--- src/rtl/mrt_pkg.sv ---
// Shared types and codes for the missing-range table.
package mrt_pkg;
   localparam logic [1:0] MODE_ADD    = 2'd0;
   localparam logic [1:0] MODE_REMOVE = 2'd1;
   localparam logic [1:0] MODE_READ   = 2'd2;
   localparam logic [1:0] MODE_UNUSED = 2'd3;

   localparam logic [1:0] ST_OK        = 2'd0;
   localparam logic [1:0] ST_NOT_FOUND = 2'd1;
   localparam logic [1:0] ST_FULL      = 2'd2;
   localparam logic [1:0] ST_BAD       = 2'd3;

   localparam int COUNT_W = 7;
   localparam int TOTAL_W = 39;

   // what goes into the table on a write
   typedef enum logic [1:0] {WR_CARRY, WR_FIRST_UP, WR_LAST_DN, WR_RDATA} wr_sel_type;
   // what the carry register takes next
   typedef enum logic [1:0] {CARRY_KEEP, CARRY_NEW, CARRY_SPLIT, CARRY_RDATA} carry_sel_type;

   // controller to datapath
   typedef struct packed {
      logic          load;      // capture request
      logic          ptr_clr;   // clear scan pointer
      logic          ptr_inc;   // advance scan pointer
      logic          addr_next; // address entry ptr+1
      logic          wr_en;     // write table at current address
      wr_sel_type    wr_sel;
      carry_sel_type carry_sel;
      logic          count_up;
      logic          count_dn;
      logic          total_add; // add span of the new range
      logic          total_dec; // one value taken out
      logic          respond;   // pulse result
      logic [1:0]    status;
   } mrt_cmd_type;

   // datapath to controller
   typedef struct packed {
      logic [1:0] mode;
      logic bad_range;
      logic full;
      logic scan_end;   // pointer reached count
      logic last_move;  // pointer+1 reached count
      logic add_stop;   // entry first > add high
      logic hit;        // entry holds remove value
      logic hit_first;
      logic hit_last;
      logic idx_ok;
   } mrt_stat_type;
endpackage

--- src/rtl/missing_range_table_unit.sv ---
// Top level of the missing-range table.
// Reads and rejected commands pass through S_DECIDE and S_RESP; add and remove also
// scan (S_SCAN_RD/S_SCAN_EV) and move entries (S_INS/S_INS_NX or S_DEL_RD/S_DEL_WR).
// Throughput: one command at a time; busy drops in the strobe cycle, so the next
// transfer can be taken at the edge that ends it. The receiver cannot stall.
// Synchronous reset empties the table (count and total to zero).
module missing_range_table_unit import mrt_pkg::*; #(
   parameter int MAX_RANGES = 64
) (
   input  logic         clock,
   input  logic         reset,
   input  logic         start,
   output logic         busy,
   input  logic [1:0]   req_mode,
   input  logic [31:0]  req_add_low,
   input  logic [31:0]  req_add_high,
   input  logic [31:0]  req_remove_value,
   input  logic [5:0]   req_entry_index,
   output logic         rsp_valid,
   output logic [1:0]   rsp_status,
   output logic [6:0]   rsp_range_count,
   output logic [38:0]  rsp_missing_total,
   output logic [31:0]  rsp_entry_low,
   output logic [31:0]  rsp_entry_high
);
   mrt_cmd_type cmd;
   mrt_stat_type stat;

   mrt_ctrl u_ctrl (.clock, .reset, .start, .busy, .stat, .cmd, .rsp_valid);
   mrt_datapath #(.MAX_RANGES(MAX_RANGES)) u_dp (
      .clock, .reset, .req_mode, .req_add_low, .req_add_high, .req_remove_value,
      .req_entry_index, .cmd, .stat, .rsp_status, .rsp_range_count,
      .rsp_missing_total, .rsp_entry_low, .rsp_entry_high);
endmodule

--- src/rtl/mrt_ram.sv ---
// Generic single-port RAM with registered read.
module mrt_ram #(
   parameter int WIDTH = 64,
   parameter int DEPTH = 64
) (
   input  logic                     clock,
   input  logic                     wr_en,
   input  logic [$clog2(DEPTH)-1:0] addr,
   input  logic [WIDTH-1:0]         wr_data,
   output logic [WIDTH-1:0]         rd_data
);
   logic [WIDTH-1:0] mem [DEPTH];
   always_ff @(posedge clock) begin
      if (wr_en) mem[addr] <= wr_data;
      rd_data <= mem[addr];
   end
endmodule

--- src/rtl/mrt_datapath.sv ---
// Datapath: table memory, pointers, counters and result registers.
module mrt_datapath import mrt_pkg::*; #(
   parameter int MAX_RANGES = 64
) (
   input  logic         clock,
   input  logic         reset,
   input  logic [1:0]   req_mode,
   input  logic [31:0]  req_add_low,
   input  logic [31:0]  req_add_high,
   input  logic [31:0]  req_remove_value,
   input  logic [5:0]   req_entry_index,
   input  mrt_cmd_type  cmd,
   output mrt_stat_type stat,
   output logic [1:0]   rsp_status,
   output logic [COUNT_W-1:0] rsp_range_count,
   output logic [TOTAL_W-1:0] rsp_missing_total,
   output logic [31:0]  rsp_entry_low,
   output logic [31:0]  rsp_entry_high
);
   localparam int AW = $clog2(MAX_RANGES);
   localparam int CW = $clog2(MAX_RANGES + 1);

   logic [1:0]  mode_ff;
   logic [31:0] lo_ff, hi_ff, rv_ff;
   logic [5:0]  idx_ff;
   logic [CW-1:0] count_ff, count_in, ptr_ff, ptr_in;
   logic [TOTAL_W-1:0] total_ff, total_in;
   logic [63:0] carry_ff, carry_in;  // entry rippling up during an insert
   logic [63:0] rd_data, wr_data;
   logic [AW-1:0] addr;
   logic [31:0] f, l, rv_dn, rv_up;
   logic [32:0] span;
   logic [1:0]  status_ff;
   logic [COUNT_W-1:0] range_count_ff;
   logic [TOTAL_W-1:0] missing_total_ff;
   logic [31:0] entry_low_ff, entry_high_ff;

   assign f = rd_data[63:32];
   assign l = rd_data[31:0];
   assign rv_dn = rv_ff - 32'd1;
   assign rv_up = rv_ff + 32'd1;
   assign span = {1'b0, hi_ff} - {1'b0, lo_ff} + 33'd1;

   always_comb begin
      ptr_in = ptr_ff;
      if (cmd.ptr_clr) ptr_in = '0;
      else if (cmd.ptr_inc) ptr_in = ptr_ff + CW'(1);
   end

   always_comb begin
      if (mode_ff == MODE_READ) addr = AW'(idx_ff);
      else if (cmd.addr_next) addr = AW'(ptr_ff + CW'(1));
      else addr = AW'(ptr_ff);
   end

   always_comb begin
      case (cmd.wr_sel)
         WR_CARRY:    wr_data = carry_ff;
         WR_FIRST_UP: wr_data = {rv_up, l};
         WR_LAST_DN:  wr_data = {f, rv_dn};
         WR_RDATA:    wr_data = rd_data;
         default:     wr_data = carry_ff;
      endcase
   end

   always_comb begin
      case (cmd.carry_sel)
         CARRY_KEEP:  carry_in = carry_ff;
         CARRY_NEW:   carry_in = {lo_ff, hi_ff};
         CARRY_SPLIT: carry_in = {rv_up, l};
         CARRY_RDATA: carry_in = rd_data;
         default:     carry_in = carry_ff;
      endcase
   end

   always_comb begin
      count_in = count_ff;
      total_in = total_ff;
      if (cmd.count_up) count_in = count_ff + CW'(1);
      else if (cmd.count_dn) count_in = count_ff - CW'(1);
      if (cmd.total_add) total_in = total_ff + TOTAL_W'(span);
      else if (cmd.total_dec) total_in = total_ff - TOTAL_W'(1);
   end

   // read before write on the same address: rd_data gives the old entry
   mrt_ram #(.WIDTH(64), .DEPTH(MAX_RANGES)) u_ram (
      .clock(clock), .wr_en(cmd.wr_en), .addr(addr),
      .wr_data(wr_data), .rd_data(rd_data));

   assign stat.mode      = mode_ff;
   assign stat.bad_range = hi_ff < lo_ff;
   assign stat.full      = 32'(count_ff) >= 32'(MAX_RANGES);
   assign stat.scan_end  = ptr_ff >= count_ff;
   assign stat.last_move = (CW+1)'(ptr_ff) + (CW+1)'(1) >= (CW+1)'(count_ff);
   assign stat.add_stop  = f > hi_ff;
   assign stat.hit       = rv_ff >= f && rv_ff <= l;
   assign stat.hit_first = f == rv_ff;
   assign stat.hit_last  = l == rv_ff;
   assign stat.idx_ok    = 32'(idx_ff) < 32'(count_ff);

   assign rsp_status        = status_ff;
   assign rsp_range_count   = range_count_ff;
   assign rsp_missing_total = missing_total_ff;
   assign rsp_entry_low     = entry_low_ff;
   assign rsp_entry_high    = entry_high_ff;

   always_ff @(posedge clock) begin
      if (cmd.load) begin
         mode_ff <= req_mode; lo_ff <= req_add_low; hi_ff <= req_add_high;
         rv_ff <= req_remove_value; idx_ff <= req_entry_index;
      end
      carry_ff <= carry_in;
      if (cmd.respond) begin
         status_ff <= cmd.status;
         range_count_ff <= COUNT_W'(count_ff);
         missing_total_ff <= total_ff;
         entry_low_ff <= (mode_ff == MODE_READ && cmd.status == ST_OK) ? f : '0;
         entry_high_ff <= (mode_ff == MODE_READ && cmd.status == ST_OK) ? l : '0;
      end
      if (reset) begin
         count_ff <= '0; total_ff <= '0; ptr_ff <= '0;
      end else begin
         count_ff <= count_in; total_ff <= total_in; ptr_ff <= ptr_in;
      end
   end
endmodule

--- src/rtl/mrt_ctrl.sv ---
// Controller state machine sequencing scan and shift of the table.
module mrt_ctrl import mrt_pkg::*; (
   input  logic         clock,
   input  logic         reset,
   input  logic         start,
   output logic         busy,
   input  mrt_stat_type stat,
   output mrt_cmd_type  cmd,
   output logic         rsp_valid
);
   typedef enum logic [3:0] {
      S_IDLE, S_DECIDE, S_SCAN_RD, S_SCAN_EV, S_INS, S_INS_NX,
      S_DEL_RD, S_DEL_WR, S_RESP
   } state_type;
   state_type state_ff, state_in;
   logic [1:0] status_ff, status_in;
   logic valid_ff;

   assign busy = state_ff != S_IDLE;
   assign rsp_valid = valid_ff;

   always_comb begin
      cmd = '0;
      cmd.wr_sel = WR_CARRY;
      cmd.carry_sel = CARRY_KEEP;
      state_in = state_ff;
      status_in = status_ff;
      case (state_ff)
         S_IDLE: if (start) begin
            cmd.load = 1'b1;
            cmd.ptr_clr = 1'b1;
            state_in = S_DECIDE;
         end
         S_DECIDE: begin
            state_in = S_RESP;
            case (stat.mode)
               MODE_READ: status_in = stat.idx_ok ? ST_OK : ST_BAD;
               MODE_ADD: begin
                  if (stat.bad_range) status_in = ST_BAD;
                  else if (stat.full) status_in = ST_FULL;
                  else begin
                     cmd.carry_sel = CARRY_NEW;
                     state_in = S_SCAN_RD;
                  end
               end
               MODE_REMOVE: state_in = S_SCAN_RD;
               default: status_in = ST_BAD;
            endcase
         end
         S_SCAN_RD: begin
            if (!stat.scan_end) state_in = S_SCAN_EV;
            else if (stat.mode == MODE_ADD) state_in = S_INS;
            else begin
               status_in = ST_NOT_FOUND;
               state_in = S_RESP;
            end
         end
         S_SCAN_EV: begin
            if (stat.mode == MODE_ADD) begin
               if (stat.add_stop) state_in = S_INS;
               else begin
                  cmd.ptr_inc = 1'b1;
                  state_in = S_SCAN_RD;
               end
            end else if (!stat.hit) begin
               cmd.ptr_inc = 1'b1;
               state_in = S_SCAN_RD;
            end else if (stat.hit_first && stat.hit_last) begin
               state_in = S_DEL_RD;
            end else if (stat.hit_first || stat.hit_last) begin
               cmd.wr_en = 1'b1;
               cmd.wr_sel = stat.hit_first ? WR_FIRST_UP : WR_LAST_DN;
               cmd.total_dec = 1'b1;
               status_in = ST_OK;
               state_in = S_RESP;
            end else if (stat.full) begin
               status_in = ST_FULL;
               state_in = S_RESP;
            end else begin
               // split: lower part stays, upper part ripples in behind it
               cmd.wr_en = 1'b1;
               cmd.wr_sel = WR_LAST_DN;
               cmd.carry_sel = CARRY_SPLIT;
               cmd.ptr_inc = 1'b1;
               state_in = S_INS;
            end
         end
         S_INS: begin
            cmd.wr_en = 1'b1;
            if (stat.scan_end) begin
               cmd.count_up = 1'b1;
               cmd.total_add = stat.mode == MODE_ADD;
               cmd.total_dec = stat.mode != MODE_ADD;
               status_in = ST_OK;
               state_in = S_RESP;
            end else state_in = S_INS_NX;
         end
         S_INS_NX: begin
            cmd.carry_sel = CARRY_RDATA;
            cmd.ptr_inc = 1'b1;
            state_in = S_INS;
         end
         S_DEL_RD: begin
            if (stat.last_move) begin
               cmd.count_dn = 1'b1;
               cmd.total_dec = 1'b1;
               status_in = ST_OK;
               state_in = S_RESP;
            end else begin
               cmd.addr_next = 1'b1;
               state_in = S_DEL_WR;
            end
         end
         S_DEL_WR: begin
            cmd.wr_en = 1'b1;
            cmd.wr_sel = WR_RDATA;
            cmd.ptr_inc = 1'b1;
            state_in = S_DEL_RD;
         end
         S_RESP: begin
            cmd.respond = 1'b1;
            state_in = S_IDLE;
         end
         default: state_in = S_IDLE;
      endcase
      cmd.status = status_ff;
   end

   always_ff @(posedge clock) begin
      if (reset) begin
         state_ff <= S_IDLE; status_ff <= ST_OK; valid_ff <= 1'b0;
      end else begin
         state_ff <= state_in;
         status_ff <= status_in;
         valid_ff <= cmd.respond;
      end
   end

`ifndef NO_ASSERTIONS
   a_resp_once: assert property (@(posedge clock) disable iff (reset)
      valid_ff |=> !valid_ff) else $error("double response");
   a_resp_idle: assert property (@(posedge clock) disable iff (reset)
      valid_ff |-> !busy) else $error("busy during result");
   a_load_idle: assert property (@(posedge clock) disable iff (reset)
      cmd.load |=> busy) else $error("not busy after load");
   a_count_dir: assert property (@(posedge clock) disable iff (reset)
      !(cmd.count_up && cmd.count_dn)) else $error("count up and down together");
`endif
endmodule
--- config.mk ---
export PLATFORM = sky130hd
export DESIGN_NAME = missing_range_table_unit
export DESIGN_NICKNAME = d
export VERILOG_FILES = /design/src/rtl/mrt_pkg.sv /design/src/rtl/missing_range_table_unit.sv /design/src/rtl/mrt_ram.sv /design/src/rtl/mrt_datapath.sv /design/src/rtl/mrt_ctrl.sv
export SDC_FILE = /design/constraint.sdc
export NUM_CORES = 2
export LEC_CHECK = 0
export BUFFER_PORTS_ARGS = -buffer_cell sky130_fd_sc_hd__buf_2
export CAP_MARGIN = 10
export CELL_PAD_IN_SITES_DETAIL_PLACEMENT = 0
export CELL_PAD_IN_SITES_GLOBAL_PLACEMENT = 1
export CORE_MARGIN = 4
export CORE_UTILIZATION = 57
export CTS_CLUSTER_DIAMETER = 40
export DETAILED_ROUTE_END_ITERATION = 8
export PLACE_DENSITY_LB_ADDON = 0.05
export SLEW_MARGIN = 20
export SYNTH_ARGS = -nofsm -noshare
export SYNTH_HDL_FRONTEND = slang
export SYNTH_SLANG_ARGS = --single-unit
--- constraint.sdc ---
create_clock -name clock -period 38.9 [get_ports clock]
set_clock_uncertainty 0.2 [all_clocks]
set_input_delay 5.835 -clock clock [delete_from_list [all_inputs] [get_ports clock]]
set_output_delay 5.835 -clock clock [all_outputs]
set_load 0.01 [all_outputs]
Yosys cells after proc, flatten, opt, wreduce, memory -nomap -nowiden:

Memory sizes are Yosys's and may differ from the RTL's. A register that Yosys moved wholly into a read port is not among the register bits.
Index checks and enable logic that the tools add are counted.

* bits of input ports: 107
* output and inout port bits: 114
* register bits after elaboration: 340
* RAM bits: 4096
* word-level logic and storage cells: 155
* memories kept: 1

Memory list
* u_dp.u_ram.mem: depth 64, width 64, read ports 1, clocked after memory_dff 1, wr ports 1, line mrt_ram.sv:12 `logic [WIDTH-1:0] mem [DEPTH];`

* equal/unequal tests: 27
* reduce and logical (&&, ||, !) cells: 18
* magnitude comparators: 8
* mux-type cells: 74
* add/subtract/negate cells: 10

Operators by type and width (count)
* case mux 64 bit (4 select lines): 1
* case mux 64 bit (3 select lines): 1
* two-way mux 39 bit: 2
* equality test 32 bit: 2
* two-way mux 4 bit: 12
* adder 39 x 33 -> 39 bit: 1
* subtractor 39 x 1 -> 39 bit (second input constant): 1
* two-way mux 2 bit: 18
* adder 33 x 1 -> 33 bit (second input constant): 1
* subtractor 32 x 32 -> 33 bit: 1
* adder 32 x 1 -> 32 bit (second input constant): 1
* >= comparator 32 bit: 1
* > comparator 32 bit: 1
* less-or-equal comparator 32 bit: 1
* less-than comparator 32 bit: 1
* case mux 4 bit (8 select lines): 1
* subtractor 32 x 1 -> 32 bit (second input constant): 1
* two-way mux 1 bit: 21
* two-way mux 5 bit: 4
* equality test 4 x 3 -> 1 bit (second input constant): 4
* adder 7 x 1 -> 7 bit (second input constant): 2
* two-way mux 7 bit: 2
* two-way mux 6 bit: 2
* inequality test 2 bit (second input constant): 6
* other kinds (28): 49

Logic depth before layout (Yosys ltp):

* depth after elaboration: 9
* mapped depth: 28

Modules after synthesis:

From an unflattened synthesis, not the netlist that was laid out.

* cells, all modules: 10868
* area total of the unflattened synthesis: 180300.4 sq um

By module, submodules not included
* mrt_ram: cells an instance 8364, area an instance 157110.7 sq um, instances 1, sequential area each 124279.2 sq um
* mrt_datapath: cells an instance 2372, area an instance 22265.1 sq um, instances 1, sequential area each 9469.1 sq um
* mrt_ctrl: cells an instance 132, area an instance 924.6 sq um, instances 1, sequential area each 140.1 sq um

Least setup slack after synthesis:

Ideal clock, no wire load.

* kind: register -> register
* start: register u_ctrl.state_ff[2]
* end: register u_dp.entry_high_ff[0] (netlist: u_dp.rsp_entry_high[0]) (enable)
* arrival: 12.007 ns
* slack: 25.794 ns
* data required time: 37.801 ns
* stages on the path, launching flop included: 3
* cells stage by stage: dfxtp_1 > clkbuf_1 > nor4b_1

RTL lines
* start: declaration: line mrt_ctrl.sv:15 `state_type state_ff, state_in;`
* start signal: assignment: line mrt_ctrl.sv:133 `state_ff <= state_in;`
* end signal: assignment: line mrt_datapath.sv:118 `entry_high_ff <= (mode_ff == MODE_READ && cmd.status == ST_OK) ? l : '0;`
* end: declaration: line mrt_datapath.sv:36 `logic [31:0] entry_low_ff, entry_high_ff;`

Worst setup path after layout:

* start: register u_dp.ptr_ff[1]
* end: register u_dp.u_ram.rd_data[18] (read register of u_dp.u_ram.mem)

* longest elaborated chain between the ends: 6
* elaborated cells between the ends (all ways): 7
* those cells by class: add/sub: 2; order compare: 1; mux: 4

Ends and longest elaborated chain
* start: declaration: line mrt_datapath.sv:26 `logic [CW-1:0] count_ff, count_in, ptr_ff, ptr_in;`
* start signal: assignment: line mrt_datapath.sv:123 `count_ff <= count_in; total_ff <= total_in; ptr_ff <= ptr_in;`
* adder 7 x 1 -> 8 bit: line mrt_datapath.sv:94 `assign stat.last_move = (CW+1)'(ptr_ff) + (CW+1)'(1) >= (CW+1)'(count_ff);`
* >= comparator 8 x 7 -> 1 bit: line mrt_datapath.sv:94
* two-way mux 1 bit: line mrt_ctrl.sv:104 `if (stat.last_move) begin`
* two-way mux 1 bit: line mrt_ctrl.sv:28 `case (state_ff)`
* two-way mux 6 bit *: line mrt_datapath.sv:52 `else if (cmd.addr_next) addr = AW'(ptr_ff + CW'(1));`
* two-way mux 6 bit *: line mrt_datapath.sv:51 `if (mode_ff == MODE_READ) addr = AW'(idx_ff);`
* end: declaration: line mrt_ram.sv:10 `output logic [WIDTH-1:0] rd_data`

Mark *: on every way between the ends. The rest lies on a longest branch, timed or not.
A chain may end at the register's enable or synchronous reset.

==> metrics.csv <==
stage,metric,value,unit
logic_synthesis,number of synthesized flops with an enable pin,4376,
logic_synthesis,Adder-Cell Fraction of Synth Area,1.83,%
hold_path,hold path startpoint,u_dp.total_ff[12],
floorplan,FP Rows,204,
clock_network,CTS Hold Buffers Added,0,
drt,routed vias,120843,
sta,minimum clock period,8.71,ns
floorplan,Die H,566,um
logic_synthesis,Simple-Gate Fraction of Synth Area,7.79,%
global_routing,initial antenna violation count,41,
sta,Setup TNS Final,0,ns
final_layout,area grow syn2layout,15.2,%
sta,Worst-Margin Slew,1.27,ns
placed_design,HPWL after DPL,356,mm
drt,Initial DRC Count,19286,
sta,RSZ-0062 raised after global routing,no,
drt,Vias/cell,6.98,
floorplan,Die W,566,um
clock_network,clock-pin slew on the worst setup and hold paths,0.05,ns
drt,drt drc,0,
pwr,P per Cell Area,58.2,nW/um^2
logic_synthesis,Synth top cells by count,"edfxtp_1, nand2_1, a21oi_1",
clock_network,maximum buffer depth of the clock tree,4,
logic_synthesis,Synth area leader,edfxtp_1,
job,max cap viols,0,
logic_synthesis,mux share of post-synthesis cell area,0.799,%
logic_synthesis,post-synthesis sequential area ratio,75.4,%
clock_network,worst skew pair latency,1.06,ns
global_routing,largest net degree at the start of global routing,108,
logic_synthesis,largest family of logic cells by synthesized area,compound AO/OA/AOI/OAI gates,
drt,Antenna Nets Post-Route,0,
logic_synthesis,Synth Warn #,0,
logic_synthesis,Post-Syn Nets,12664,
critical_path,CP Capture Type,register,
final_layout,fin cells,17325,
sta,Max-slew headroom,15.1,%
critical_path,Crit. Startpoint,u_dp.ptr_ff[1],
clock_network,Post-CTS Setup Repair Bufs,0,
pwr,Tot Pwr,11900,uW
logic_synthesis,most numerous cell in the Yosys netlist,edfxtp_1,
final_layout,fill count,21883,
clock_network,Num Clock Sinks,4500,
critical_path,FF-to-FF End,u_dp.u_ram.rd_data[18],
logic_synthesis,Netlist cell types,86,
pwr,Peak VDD IR,0.0476,mV
placed_design,I/O Buffers,220,
critical_path,kind of critical path,register to register,
logic_synthesis,"FF+latch count, synth",4500,
floorplan,Core Footprint,310000,um^2
global_routing,number of global-route vias before repair,113129,
floorplan,die area,321000,um^2
logic_synthesis,ys flop type,edfxtp_1,
final_layout,# nets final,13077,
hold_path,Hold EP,u_dp.rsp_missing_total[12],
clock_network,Post-CTS Resized,0,
clock_network,CTS tree,yes,
global_routing,gr usage total,39.3,%
drt,Detailed Routing Iterations Pass 1,8,
floorplan,IO Count,221,
sta,Final period util,22.4,%
critical_path,crit path DAT,9.01,ns
global_routing,aggregate global routing overflow,0,
logic_synthesis,synthesized area per cell,14.4,um^2
floorplan,Initial Util,57.4,%
logic_synthesis,top-area cell type share of the netlist area,74.0,%
critical_path,Worst EP required,39.20,ns
sta,Final setup viols,0,
critical_path,critical register-to-register path startpoint,u_dp.ptr_ff[1],
placed_design,placed cell count,16276,
logic_synthesis,Mapped Area,178000,um^2
sta,"Hold Vio Cnt, Final",0,
sta,fin. max-slew vios,0,
critical_path,Critical Path Start Type,register,
clock_network,Num CTS Buffers,560,
drt,WL/cell,37.4,um
logic_synthesis,Post-synth ARST share,0,%
hold_path,Min-Delay Path Class,register to register,
drt,final WL,647,mm
status,status,completed,
clock_network,CTS root buf,clkbuf_16,
hold_path,Hold Path Stages,0,
final_layout,ratio of cells with drive above 1 in the final layout,13.0,%
critical_path,R2R cell count,19,
global_routing,first-pass GRT wire length,887,mm
critical_path,Max Fanout on Critical Path,42,
pwr,leakage,0.0678,uW
logic_synthesis,Compound-Gate Fraction of Synth Area,11.3,%
logic_synthesis,XOR/XNOR Fraction of Synth Area,0.665,%
clock_network,H-tree Lvls,6,
final_layout,Sequential cell area,134000,um^2
final_layout,multi-input logic area,41500,um^2
critical_path,R2R Setup Slk,30.19,ns
logic_synthesis,Post-Syn Instances,12308,
placed_design,Final GP Congestion,0.942,
logic_synthesis,synth top area cells,"edfxtp_1, nand2_1, a21oi_1",
sta,Max Clock Freq,115,MHz
==> sequential cells by signal, indices dropped and copies added, names as in the netlist, 6 cells and up <==
signal / count
u_dp.carry_ff: 64
u_dp.count_ff: 7
u_dp.hi_ff: 32
u_dp.idx_ff: 6
u_dp.lo_ff: 32
u_dp.ptr_ff: 7
u_dp.rsp_entry_high: 32
u_dp.rsp_entry_low: 32
u_dp.rsp_missing_total: 39
u_dp.rsp_range_count: 7
u_dp.rv_ff: 32
u_dp.total_ff: 39
u_dp.u_ram.mem: 4096
u_dp.u_ram.rd_data: 64
==> report_power, final <==
group          internal, uW  switching, uW
Sequential             5350            128
Combinational           319            860
Clock                  3160           2090
Total                  8830           3080
==> stage by stage <==
| step | util, % | instance area (um^2) | setup slack, ns | hold WS (ns) |
|---|---|---|---|---|
| floorplan | - | 178000 | 25.79 | 0.232 |
| global placement | 59.9 | 185000 | 30.38 | 0.242 |
| detailed placement | 59.9 | 186000 | 30.59 | 0.259 |
| CTS | 66.0 | 204000 | 30.54 | 0.260 |
| global route | 66.1 | 205000 | 30.17 | 0.291 |
| finish | 66.1 | 205000 | 30.19 | 0.263 |
==> critical path, cell delays in order (launching register included) <==
cell	delay (ns)
dfxtp_1	0.55
ha_1	0.38
nand3_1	0.19
xnor2_1	0.18
ha_1	0.20
a21o_1	0.21
a221oi_4	0.43
and3_1	0.25
nand2_1	0.16
o221ai_4	0.20
buf_4	0.53
buf_4	0.61
buf_4	0.63
nor2_4	0.07
nand2_1	0.66
nor2_4	0.30
buf_4	0.46
a211o_1	0.39
nor4_1	0.45
nand3_1	1.03
==> routing by layer <==
layer / part of all wire [%] / global-route usage [%] / routed length (um)
met5: 0.065 / 0.550 / 418
met4: 5.2 / 17.8 / 33900
met3: 14 / 11.4 / 91900
met2: 44 / 58.8 / 287000
met1: 36 / 53.6 / 234000
==> cell type report <==
cell class	instances	area share (%)
repair buffers	607	2.17
flip-flops and latches	4500	65.4
inverters	189	0.347
multi-input cells	6863	20.3
well taps	4120	2.52
clock inverters	342	1.90
clock buffers	676	7.34
diodes	28	0.0342
==> worst max-delay path by stage <==
stage / endpoint / slack (ns) / cells after the start
floorplan: u_dp.rsp_entry_high[0] / 25.79 / 2
global placement: u_dp.u_ram.rd_data[2] / 30.38 / 19
detailed placement: u_dp.u_ram.rd_data[12] / 30.59 / 19
CTS: u_dp.u_ram.rd_data[12] / 30.54 / 19
global route: u_dp.u_ram.rd_data[14] / 30.17 / 19
finish: u_dp.u_ram.rd_data[18] / 30.19 / 19
==> cells by family after synthesis <==
group | count (synthesis)
compound gates | 3088
xor+xnor | 135
fa+ha+maj | 249
buf+inv | 945
flops | 4500
mux | 141
simple gates | 3250
==> cell usage in the layout, fill, tap and decap left out, drive strengths merged, types with 91 or more instances in the layout <==
cell type / count
a221oi: 322
edfxtp: 4376
o211ai: 93
inv: 245
mux2i: 135
a211oi: 91
o2bb2ai: 114
nor4: 126
a21oi: 1342
buf: 607
nand2: 1914
a22oi: 289
dfxtp: 124
nor3: 157
nand3: 319
clkinv: 189
nor2: 502
a31oi: 372
o21ai: 124
clkbuf: 676
ha: 231
Power figures use the tool's default switching activity.
